===== src/binomial_lattice_backward_pricer_assert.svh =====
// Assertion macros used by the lattice pricer datapath.
`ifndef BINOMIAL_LATTICE_BACKWARD_PRICER_ASSERT_SVH
`define BINOMIAL_LATTICE_BACKWARD_PRICER_ASSERT_SVH
`ifndef SYNTHESIS
`define BLBP_ASSERT(lbl, prop, msg) \
  lbl: assert property (@(posedge clk) disable iff (rst) prop) else $error(msg);
`define BLBP_ASSERT_NEVER(lbl, cond, msg) \
  lbl: assert property (@(posedge clk) disable iff (rst) !(cond)) else $error(msg);
`else
`define BLBP_ASSERT(lbl, prop, msg)
`define BLBP_ASSERT_NEVER(lbl, cond, msg)
`endif
`endif


===== src/blbp_pkg.sv =====
// Shared constants, types and helpers of the lattice pricer.
package blbp_pkg;

  localparam int MAX_STEPS = 1024;
  localparam int STEP_W    = 11;
  localparam int PRICE_W   = 32;
  localparam int WEIGHT_W  = 17;
  localparam int PROD_W    = PRICE_W + WEIGHT_W;
  localparam int FRAC_W    = 16;
  localparam int DEPTH     = MAX_STEPS + 1;
  localparam int ADDR_W    = $clog2(DEPTH);
  localparam int CFG_IDX_W = 2;

  localparam logic [PRICE_W-1:0] PRICE_MAX = {PRICE_W{1'b1}};

  // register indexes of the configuration port
  localparam logic [CFG_IDX_W-1:0] REG_TREE_STEPS = 2'd0;
  localparam logic [CFG_IDX_W-1:0] REG_UP_WEIGHT  = 2'd1;
  localparam logic [CFG_IDX_W-1:0] REG_DOWN_WEIGHT = 2'd2;
  localparam logic [CFG_IDX_W-1:0] REG_DISCOUNT   = 2'd3;

  localparam logic [STEP_W-1:0]   RST_TREE_STEPS = 11'd1;
  localparam logic [WEIGHT_W-1:0] RST_UP_WEIGHT  = 17'd32768;
  localparam logic [WEIGHT_W-1:0] RST_DOWN_WEIGHT = 17'd32768;
  localparam logic [WEIGHT_W-1:0] RST_DISCOUNT   = 17'd65536;

  typedef struct packed {
    logic take;       // latch the node, read first child
    logic load_down;  // capture down child, read up child
    logic load_up;    // capture up child, refresh held child
    logic mul;        // weight products
    logic sum;        // saturating sum
    logic disc;       // discount product
    logic finish;     // decide, write back, present result
  } blbp_cmd_t;

  typedef struct packed {
    logic expiry;      // next node sits on the expiry layer
    logic node_first;  // latched node has zero heads
    logic out_free;    // output register can take a result
  } blbp_status_t;

  // zero acts as one step, anything above the limit as the limit
  function automatic logic [STEP_W-1:0] eff_steps(input logic [STEP_W-1:0] n);
    logic [STEP_W-1:0] r;
    r = n;
    if (n == '0) begin
      r = STEP_W'(1);
    end else if (n > STEP_W'(MAX_STEPS)) begin
      r = STEP_W'(MAX_STEPS);
    end
    return r;
  endfunction

  function automatic logic [PRICE_W-1:0] sat_price(input logic [PROD_W-FRAC_W:0] v);
    logic [PRICE_W-1:0] r;
    r = (v > {{(PROD_W-FRAC_W+1-PRICE_W){1'b0}}, PRICE_MAX}) ? PRICE_MAX : v[PRICE_W-1:0];
    return r;
  endfunction

endpackage


===== src/blbp_ctrl.sv =====
// Node sequencer: steps each node through read, multiply and write-back; expiry nodes go straight to write-back.
module blbp_ctrl (
  input  logic                  clk,
  input  logic                  rst,
  input  logic                  in_valid,
  output logic                  in_stall,
  input  blbp_pkg::blbp_status_t sts,
  output blbp_pkg::blbp_cmd_t    cmd
);

  localparam logic [2:0] S_IDLE = 3'd0;
  localparam logic [2:0] S_RD_A = 3'd1;
  localparam logic [2:0] S_RD_B = 3'd2;
  localparam logic [2:0] S_MUL  = 3'd3;
  localparam logic [2:0] S_SUM  = 3'd4;
  localparam logic [2:0] S_DISC = 3'd5;
  localparam logic [2:0] S_DEC  = 3'd6;

  logic [2:0] state;
  logic [2:0] state_next;

  assign in_stall = (state != S_IDLE);

  always_comb begin
    state_next    = state;
    cmd           = '0;
    case (state)
      S_IDLE: begin
        if (in_valid) begin
          cmd.take   = 1'b1;
          // expiry nodes need no children
          state_next = sts.expiry ? S_DEC : S_RD_A;
        end
      end
      S_RD_A: begin
        if (sts.node_first) begin
          cmd.load_down = 1'b1;
          state_next    = S_RD_B;
        end else begin
          cmd.load_up = 1'b1;
          state_next  = S_MUL;
        end
      end
      S_RD_B: begin
        cmd.load_up = 1'b1;
        state_next  = S_MUL;
      end
      S_MUL: begin
        cmd.mul    = 1'b1;
        state_next = S_SUM;
      end
      S_SUM: begin
        cmd.sum    = 1'b1;
        state_next = S_DISC;
      end
      S_DISC: begin
        cmd.disc   = 1'b1;
        state_next = S_DEC;
      end
      S_DEC: begin
        // hold until the output register frees up
        if (sts.out_free) begin
          cmd.finish = 1'b1;
          state_next = S_IDLE;
        end
      end
      default: begin
        state_next = S_IDLE;
      end
    endcase
  end

  always_ff @(posedge clk) begin
    if (rst) begin
      state <= S_IDLE;
    end else begin
      state <= state_next;
    end
  end

endmodule


===== config.mk =====
export PLATFORM = sky130hd
export DESIGN_NAME = blbp_ctrl
export DESIGN_NICKNAME = d
export VERILOG_FILES = /design/src/binomial_lattice_backward_pricer_assert.svh /design/src/blbp_pkg.sv /design/src/blbp_ctrl.sv
export SDC_FILE = /design/constraint.sdc
export NUM_CORES = 1
export LEC_CHECK = 0
export BUFFER_PORTS_ARGS = -buffer_cell sky130_fd_sc_hd__buf_4
export CAP_MARGIN = 20
export CORE_AREA = 5 5 42 44
export CTS_CLUSTER_SIZE = 12
export DETAILED_ROUTE_END_ITERATION = 16
export DIE_AREA = 0 0 47 49
export SETUP_SLACK_MARGIN = 0.02
export SLEW_MARGIN = 20
export SYNTH_ARGS = -nofsm -noshare
export SYNTH_HDL_FRONTEND = slang
export SYNTH_SLANG_ARGS = --single-unit

===== constraint.sdc =====
create_clock -name clk -period 1 [get_ports clk]
set_input_delay 0.1 -clock clk [delete_from_list [all_inputs] [get_ports clk]]
set_output_delay 0.1 -clock clk [all_outputs]
set_load 0.05 [all_outputs]

## Yosys cells after proc, flatten, opt, wreduce, memory -nomap -nowiden

Index checks and enable logic that the tools add are counted.

- Logic and storage cells: 28
- Output and inout bits: 8
- Bits of input ports: 6
- Flip-flop bits (word level): 3

- Mux-type cells: 16
- Equal/unequal tests: 8
- Reduce and logical (&&, ||, !) cells: 3

Operators with widths:

| cell | number |
|---|---|
| case mux 3 bit (7 select lines) | 1 |
| 2-to-1 mux 1 bit | 11 |
| == test 3 bit, second input constant | 3 |
| 2-to-1 mux 3 bit | 3 |
| == test 3 x 2 -> 1 bit, second input constant | 2 |
| != test 2 bit, second input constant | 2 |
| == test 3 x 1 -> 1 bit, second input constant | 1 |
| logical NOT 3 bit | 1 |
| nonzero test 3 bit | 1 |
| case mux 1 bit (2 select lines) | 1 |
| AND reduction 2 bit | 1 |

## Depth between registers and ports, before layout

Gate-level depths: netlist of the first run.

- Depth after elaboration: 3
- Gate-level depth with buffers: 4
- Depth with buffers taken out: 3

## Worst setup path after synthesis of the first run

No wires, ideal clock.

- Path kind: reg2out
- From: register state[1]
- To: output port cmd[5] in the netlist's numbering
- Required time: 900 ps
- Arrival: 2002 ps
- Cell stages (with the launch flop): 3
- Buffers on the path: 1
- Slack: -1102 ps
- Cell sequence: dfxtp_1 -> buf_2 -> nor4bb_1

RTL lines:

| element | line | RTL |
|---|---|---|
| from (decl) | blbp_ctrl.sv:19 | `logic [2:0] state;` |
| from (signal assigned) | blbp_ctrl.sv:77 | `state <= state_next;` |
| to (decl) | blbp_ctrl.sv:8 | `output blbp_pkg::blbp_cmd_t cmd` |

==> results of run 1 <==
area by class of cell:
type | instances | area [um^2] | share of cell area [%]
repair buffers | 26 | 269 | 42.4
multi-input cells | 28 | 241 | 38.1
flip-flops and latches | 3 | 66.3 | 10.5
clock buffers | 4 | 26.3 | 4.14
well taps | 16 | 20.0 | 3.16
inverters | 2 | 11.3 | 1.78
cell families after synthesis:
family	count (synthesis)	synth area share, %
compound gates	8	20.9
simple gates	20	46.3
flops	3	23.9
buf+inv	5	8.95
synthesized netlist by cell type:
cell type,n
buf_2,3
nand2_1,3
nor4bb_1,1
o21ai_0,1
or2_0,1
a211oi_2,1
inv_1,2
and3b_1,1
nand2b_1,2
nor2_1,6
nor2b_1,1
a21oi_1,4
or3_1,1
or3b_1,1
nand3_1,1
dfxtp_1,3
or2_1,1
a31oi_1,1
nor3b_2,1
o31a_1,1
worst paths after layout:
path	slack, ns	to	cells past startpoint
max	-0.44	cmd[6]	4
min	0.04	state[2]$_SDFFE_PP0P_	2
max reg2reg	-0.23	state[0]$_SDFFE_PP0P_	3
min reg2reg	0.65	state[2]$_SDFFE_PP0P_	3
through the flow:
step	util, %	worst slack [ns]
after floorplan	-	-0.285
after global placement	35.0	-0.233
after detailed placement	35.0	-0.239
after CTS	44.0	-0.448
after global routing	45.3	-0.482
final	45.3	-0.444
power by group through the flow:
stage | Clock, W | Sequential (W) | Combinational (W)
2_1_floorplan | 0 | 0.000167 | 0.000533
3_3_place_gp | 0 | 0.000174 | 0.000736
3_5_place_dp | 0 | 0.000176 | 0.000739
5_1_grt | 0.000227 | 0.000187 | 0.000962
4_1_cts | 0.000223 | 0.000182 | 0.000884
6_report | 0.000218 | 0.000182 | 0.000900
what timing repair did:
item | in CTS | in global routing
hold buffers | 0 | 0
pin swaps | 6 | 3
endpoints found under the setup margin | 11 | 11
endpoints found under the hold margin | 0 | 0
gates resized for setup | 19 | 1
buffers inserted | 3 | 2
layer usage:
layer	routed length [um]	up-vias
li1	-	176
met1	360	156
met2	443	10
met3	34	4
met4	52	0
met5	0	-
worst max-delay path, stage by stage (launching register included):
cell and delay, ns:
dfxtp_2 0.31, buf_4 0.14, or3_4 0.41, nor2_4 0.09, buf_6 0.16
==> results.toml, run 1 <==
[sta]
rsz0062_at_grt = "true"
slew_headroom_pct = 86.1
timing.final.crit_share_pct = 144
setup_viol = 11
fin_crit_ns = 1.44
hold_viol = 0
clock.fmax_mhz = 692
tns_ns = -3.07
finClkSkew_ns = 0.00298
whs_ns = 0.0409
setup_slack_ns = -0.444
finalMaxSlewViolations = 0
tightest_slew_ns = 0.209

[cells_and_area]
largest_register_ff_count = 3
regMostFlops = "state"
reg.largest.list = "state (3)"
final_cells = 79
nets = 70
final_area_um2 = 634
fillers = 148
final_cell_mix = "13 x buf_4, 9 x buf_6, 3 x nand2_1, 3 x nor2_1, 3 x clkbuf_4"
antenna-diode-count = 0
drive_gt1_share_pct = 73.0
final_common_cell = "buf_4"
area_growth_pct = 152

[drt]
drt_iter0_drc = 9
dr_total_vias = 346
detail_route.wl_per_cell_um = 11.3
drt-pass1-iter-count = 3
ant_nets = 0
vias_per_cell = 4.38
detail_route.wirelength_um = 890
drc = 0

[setup_path]
endpoint_kind = "output port"
worstPathArrival_ns = 1.34
critPathLaunch = "state[0]$_SDFFE_PP0P_"
crit_type = "register to output port"
startpoint_type = "register"
path_max_fanout = 4
cp.required_ns = 0.90
worstReg2RegStart = "state[0]$_SDFFE_PP0P_"

[global_route]
grt_overflow = 0
grt_pass1_wl_um = 1460
grt_use_met2_pct = 13.3
grt-busiest-layer = "met2"
grt_max_degree = 6
use_met3_pct = 2.21
grt_usage_pct = 9.35
grt_pass1_vias = 344
antenna_found_initial = 0
grtUsageMet1_pct = 10.3

[logic_synthesis]
synth.distinct_cells = 20
syn-instance-count = 36
yosysWarnings = 0
avgSynthCellArea_um2 = 6.99
synth_top_area_share_pct = 23.9
synth_fp_nets = 42
yosys.area.top_type = "dfxtp_1"
netlist_area_um2 = 251
ys_ff_latch = 3
seq_area_frac_synth_pct = 23.9
synth_area_leaders = "dfxtp_1 24%, nor2_1 9.0%, a21oi_1 8.0%"

[power]
power_frac_clock_pct = 16.8
p_leak_nw = 0.265
p_comb_share_pct = 69.2
power_frac_seq_pct = 14.0
cellPowerDensity_nw_per_um2 = 2050
intPower_w = 0.000746
ir_worst_vdd_v = 0.000660
netSwitchingPower_w = 0.000554
power_w = 0.00130
swShare_pct = 42.6

[clock_tree]
clock-sinks = 3
clkLatencyLatePin_ns = 0.24
numCtsBuffers = 3
h-tree-depth = 1
cts-root-buf = "clkbuf_4"
clk_pin_slew_ns = 0.04
cts_buffer_depth = 2
cts_tree = "done"

[floorplanning]
die-area_um2 = 2300
start_util_pct = 17.9
die-height_um = 49
num_io_pins = 14
dieWidth_um = 47
core-area_um2 = 1400
rows = 14

[run]
maxCapViolations = 0

[placement]
portBuffers = 13
place_inst = 70
placed_area_um2 = 490
dp_hpwl_um = 670
gp_congestion = 0.816

[outcome]
outcome = "finished with violations"
violations = "setup timing"

[min_path]
hp-start = "rst"
hp-class = "input pin to register"
No activity file was read; power rests on OpenSTA's default activity.
==> run 2, diff against run 1 <==
--- a/config.mk
+++ b/config.mk
@@ -11,7 +11,7 @@
 export CTS_CLUSTER_SIZE = 12
 export DETAILED_ROUTE_END_ITERATION = 16
 export DIE_AREA = 0 0 47 49
-export SETUP_SLACK_MARGIN = 0.02
+export SETUP_SLACK_MARGIN = 0.4
 export SLEW_MARGIN = 20
 export SYNTH_ARGS = -nofsm -noshare
 export SYNTH_HDL_FRONTEND = slang
==> results.toml, run 2 (same netlist as run 1, synthesis figures left out) <==
[outcome]
outcome = "finished with violations"
violations = "setup timing"

[sta]
slew_headroom_pct = 85.6
tightest_slew_ns = 0.215
timing.final.crit_share_pct = 145
setup_slack_ns = -0.446
fin_crit_ns = 1.45
finClkSkew_ns = 0.00490
finalMaxSlewViolations = 0
hold_viol = 0
setup_viol = 11
clock.fmax_mhz = 691
rsz0062_at_grt = "true"

[cells_and_area]
drive_gt1_share_pct = 74.6
reg.largest.list = "state (3)"
final_cell_mix = "13 x buf_6, 9 x buf_4"
final_cells = 79
area_growth_pct = 158
largest_register_ff_count = 3
final_area_um2 = 648
nets = 70
regMostFlops = "state"
antenna-diode-count = 0
final_common_cell = "buf_6"

[setup_path]
slowest_stage = "or3_4"
cp_cell_sequence = "buf_4 -> or3_4 -> nor2_4 -> buf_6"
cp.required_ns = 0.90
cpLargestDelayFamily = "simple AND/OR/NAND/NOR gates"
critical_path_buf_inv_count = 2
crit_type = "register to output port"
startpoint_type = "register"
endpoint_kind = "output port"
worstPathArrival_ns = 1.35
path_max_fanout = 3
slowest_delay_ns = 0.41

[drt]
detail_route.wirelength_um = 901
drc = 0
drt-pass1-iter-count = 2
detail_route.wl_per_cell_um = 11.4
ant_nets = 0
vias_per_cell = 4.42
drt_iter0_drc = 9
dr_total_vias = 349

[global_route]
use_met3_pct = 4.43
grt_usage_pct = 9.14
grt-busiest-layer = "met2"
antenna_found_initial = 0
grtUsageMet1_pct = 9.41
grt_overflow = 0
grt_pass1_wl_um = 1460
grt_pass1_vias = 372
grt_use_met2_pct = 14.3
grt_max_degree = 7

[clock_tree]
h-tree-depth = 1
cts_buffer_depth = 2
clkLatencyLatePin_ns = 0.24
cts-root-buf = "clkbuf_4"
cts_tree = "done"
clock-sinks = 3
numCtsBuffers = 3
postCtsHoldBufs = 0
clk_pin_slew_ns = 0.04

[power]
power_w = 0.00133
ir_worst_vdd_v = 0.000888
cellPowerDensity_nw_per_um2 = 2060
p_leak_nw = 0.270

[floorplanning]
rows = 14
num_io_pins = 14
start_util_pct = 17.9
core-area_um2 = 1400
die-area_um2 = 2300
die-height_um = 49
dieWidth_um = 47

[placement]
gp_congestion = 0.863
place_inst = 72
portBuffers = 13
dp_hpwl_um = 642
placed_area_um2 = 505

[run]
maxCapViolations = 0

[min_path]
hp-class = "input pin to register"
-- run 2: final timing paths --
| path | slack, ns | cells past startpoint | from | to |
|---|---|---|---|---|
| worst max-delay path | -0.45 | 4 | state[0]$_SDFFE_PP0P_ | cmd[6] |
| worst max register to register | -0.24 | 3 | state[1]$_SDFFE_PP0P_ | state[0]$_SDFFE_PP0P_ |
| worst min-delay path | 0.03 | 2 | rst | state[2]$_SDFFE_PP0P_ |
| worst min register to register | 0.53 | 2 | state[2]$_SDFFE_PP0P_ | state[2]$_SDFFE_PP0P_ |
-- run 2: layout make-up --
class / count / area (um^2)
timing repair buffer: 26 / 279
multi-input combinational: 28 / 245
clock buffer: 4 / 26.3
tap: 16 / 20.0
sequential: 3 / 66.3
inverter: 2 / 11.3
fill: 144 / 753
-- run 2: repair_timing --
item / CTS / global route
gates resized for setup: 25 / 4
setup endpoints to repair: 11 / 11
pin swaps: 8 / 1
setup buffers: 3 / 0
-- run 2: report_power, final --
group / switching [W] / internal, W / total [W]
sequential: 0.0000290 / 0.000153 / 0.000182
clock: 0.0000688 / 0.000150 / 0.000219
combinational: 0.000467 / 0.000466 / 0.000933
total: 0.000565 / 0.000769 / 0.00133
-- run 2: metrics by stage --
| step | hold slack [ns] | setup slack (ns) | utilization [%] | setup TNS (ns) |
|---|---|---|---|---|
| finish | 0.0310 | -0.446 | 46.3 | -3.09 |
| floorplan | 0.162 | -0.285 | - | -1.08 |
| CTS | 0.0257 | -0.457 | 45.2 | -3.21 |
| global route | 0.0271 | -0.512 | 46.3 | -3.78 |
| detailed placement | 0.280 | -0.250 | 36.1 | -1.46 |
| global placement | 0.284 | -0.247 | 36.1 | -1.41 |
-- run 2: routing by layer --
metal | wire, um | vias to the layer above
met1 | 338 | 164
met5 | 0 | -
li1 | - | 176
met3 | 50 | 0
met2 | 511 | 9
met4 | 0 | 0
==> run 3, diff against run 2 <==
--- a/config.mk
+++ b/config.mk
@@ -11,6 +11,7 @@
 export CTS_CLUSTER_SIZE = 12
 export DETAILED_ROUTE_END_ITERATION = 16
 export DIE_AREA = 0 0 47 49
+export REMOVE_ABC_BUFFERS = 1
 export SETUP_SLACK_MARGIN = 0.4
 export SLEW_MARGIN = 20
 export SYNTH_ARGS = -nofsm -noshare
==> results.toml, run 3 (same netlist as run 1, synthesis figures left out) <==
[sta]
slew_headroom_pct = 83.5
timing.final.crit_share_pct = 145
setup_viol = 11
fin_crit_ns = 1.45
tightest_slew_ns = 0.244
finalMaxSlewViolations = 0
hold_viol = 0
setup_slack_ns = -0.450
rsz0062_at_grt = "true"
finClkSkew_ns = 0.00271
clock.fmax_mhz = 690

[cells_and_area]
nets = 69
largest_register_ff_count = 3
drive_gt1_share_pct = 72.6
reg.largest.list = "state (3)"
antenna-diode-count = 0
final_area_um2 = 596
area_growth_pct = 137
regMostFlops = "state"
final_common_cell = "buf_4"
fin_util_pct = 42.5
final_cell_mix = "14 x buf_4, 11 x buf_6, 3 x nand2_1, 3 x nor2_4, 3 x clkbuf_4"

[clock_tree]
postCtsHoldBufs = 0
cts_buffer_depth = 2
clk_pin_slew_ns = 0.04
clkLatencyLatePin_ns = 0.24
h-tree-depth = 1
clock-sinks = 3
cts-root-buf = "clkbuf_4"
numCtsBuffers = 3
cts_tree = "done"

[floorplanning]
die-area_um2 = 2300
num_io_pins = 14
rows = 14
dieWidth_um = 47
core-area_um2 = 1400
start_util_pct = 17.9
die-height_um = 49

[drt]
vias_per_cell = 4.53
ant_nets = 0
drc = 0
detail_route.wirelength_um = 996
drt_iter0_drc = 2
drt-pass1-iter-count = 5
detail_route.wl_per_cell_um = 12.8
dr_total_vias = 353

[global_route]
grt_overflow = 0
grt_usage_pct = 9.70
antenna_found_initial = 0
grt_pass1_vias = 384
grt_max_degree = 7
grt_pass1_wl_um = 1570

[power]
cellPowerDensity_nw_per_um2 = 2130
p_leak_nw = 0.265
ir_worst_vdd_v = 0.000944

[outcome]
outcome = "finished with violations"
violations = "setup timing"

[setup_path]
slowest_stage = "or3_4"
cp_cell_sequence = "buf_6 -> or3_4 -> nor2_4 -> buf_6"
endpoint_kind = "output port"
slowest_delay_ns = 0.39
crit_type = "register to output port"
worstPathArrival_ns = 1.35
reg2reg_slack_ns = -0.32
critical_path_buf_inv_count = 2
cp_common_cell = "buf_6"
startpoint_type = "register"
cpLargestDelayFamily = "simple AND/OR/NAND/NOR gates"
path_max_fanout = 6
cp.required_ns = 0.90

[placement]
placed_area_um2 = 399
portBuffers = 13
gp_congestion = 0.772
dp_hpwl_um = 568

[min_path]
hp-class = "input pin to register"

[run]
maxCapViolations = 0
run 3: layer usage:
layer  vias up  part of all wire (%)  wire (um)  GRT usage, %
met5         -                     0          0             0
met4         0                   4.2         42          8.29
met3         4                   5.1         51          4.06
met2        13                    55        550          15.4
met1       161                    35        352          8.97
li1        175                     -          -             -
run 3: power by group:
group / total, W / internal [W] / switching (W)
logic: 0.000863 / 0.000399 / 0.000464
registers: 0.000183 / 0.000154 / 0.0000283
clock network: 0.000222 / 0.000150 / 0.0000716
total: 0.00127 / 0.000704 / 0.000563
run 3: final timing paths:
check / startpoint / endpoint / cells after the start
setup / recovery: state[0]$_SDFFE_PP0P_ / cmd[6] / 4
hold / removal: rst / state[0]$_SDFFE_PP0P_ / 2
setup reg to reg: state[1]$_SDFFE_PP0P_ / state[1]$_SDFFE_PP0P_ / 7
hold reg to reg: state[1]$_SDFFE_PP0P_ / state[2]$_SDFFE_PP0P_ / 3
run 3: repair_timing:
action	in CTS	in global routing
buffers inserted	5	1
setup endpoints to repair	11	11
resized for setup	24	8
pin swaps	9	8
run 3: worst register-to-register path, stage by stage (launching register included):
cell,delay (ns)
dfxtp_4,0.35
buf_6,0.12
buf_6,0.10
buf_6,0.12
buf_6,0.12
a21oi_4,0.12
nor2_2,0.05
o31a_1,0.23
run 3: cell type report:
class	count	area (um^2)
fillers	154	806
multi-input cells	28	246
repair buffers	25	229
flip-flops and latches	3	66.3
clock buffers	4	26.3
well taps	16	20.0
inverters	2	7.51
run 3: metrics by stage:
stage / total power (W) / instances / hold WS [ns] / worst slack [ns] / TNS (ns)
2_1_floorplan: 0.000540 / 33 / 0.165 / -1.07 / -4.04
3_3_place_gp: 0.000753 / 68 / 0.290 / -0.234 / -1.29
3_5_place_dp: 0.000753 / 68 / 0.289 / -0.238 / -1.39
4_1_cts: 0.00119 / 77 / 0.0288 / -0.468 / -3.77
5_1_grt: 0.00134 / 78 / 0.0303 / -0.482 / -4.12
6_report: 0.00127 / 78 / 0.0336 / -0.450 / -3.65
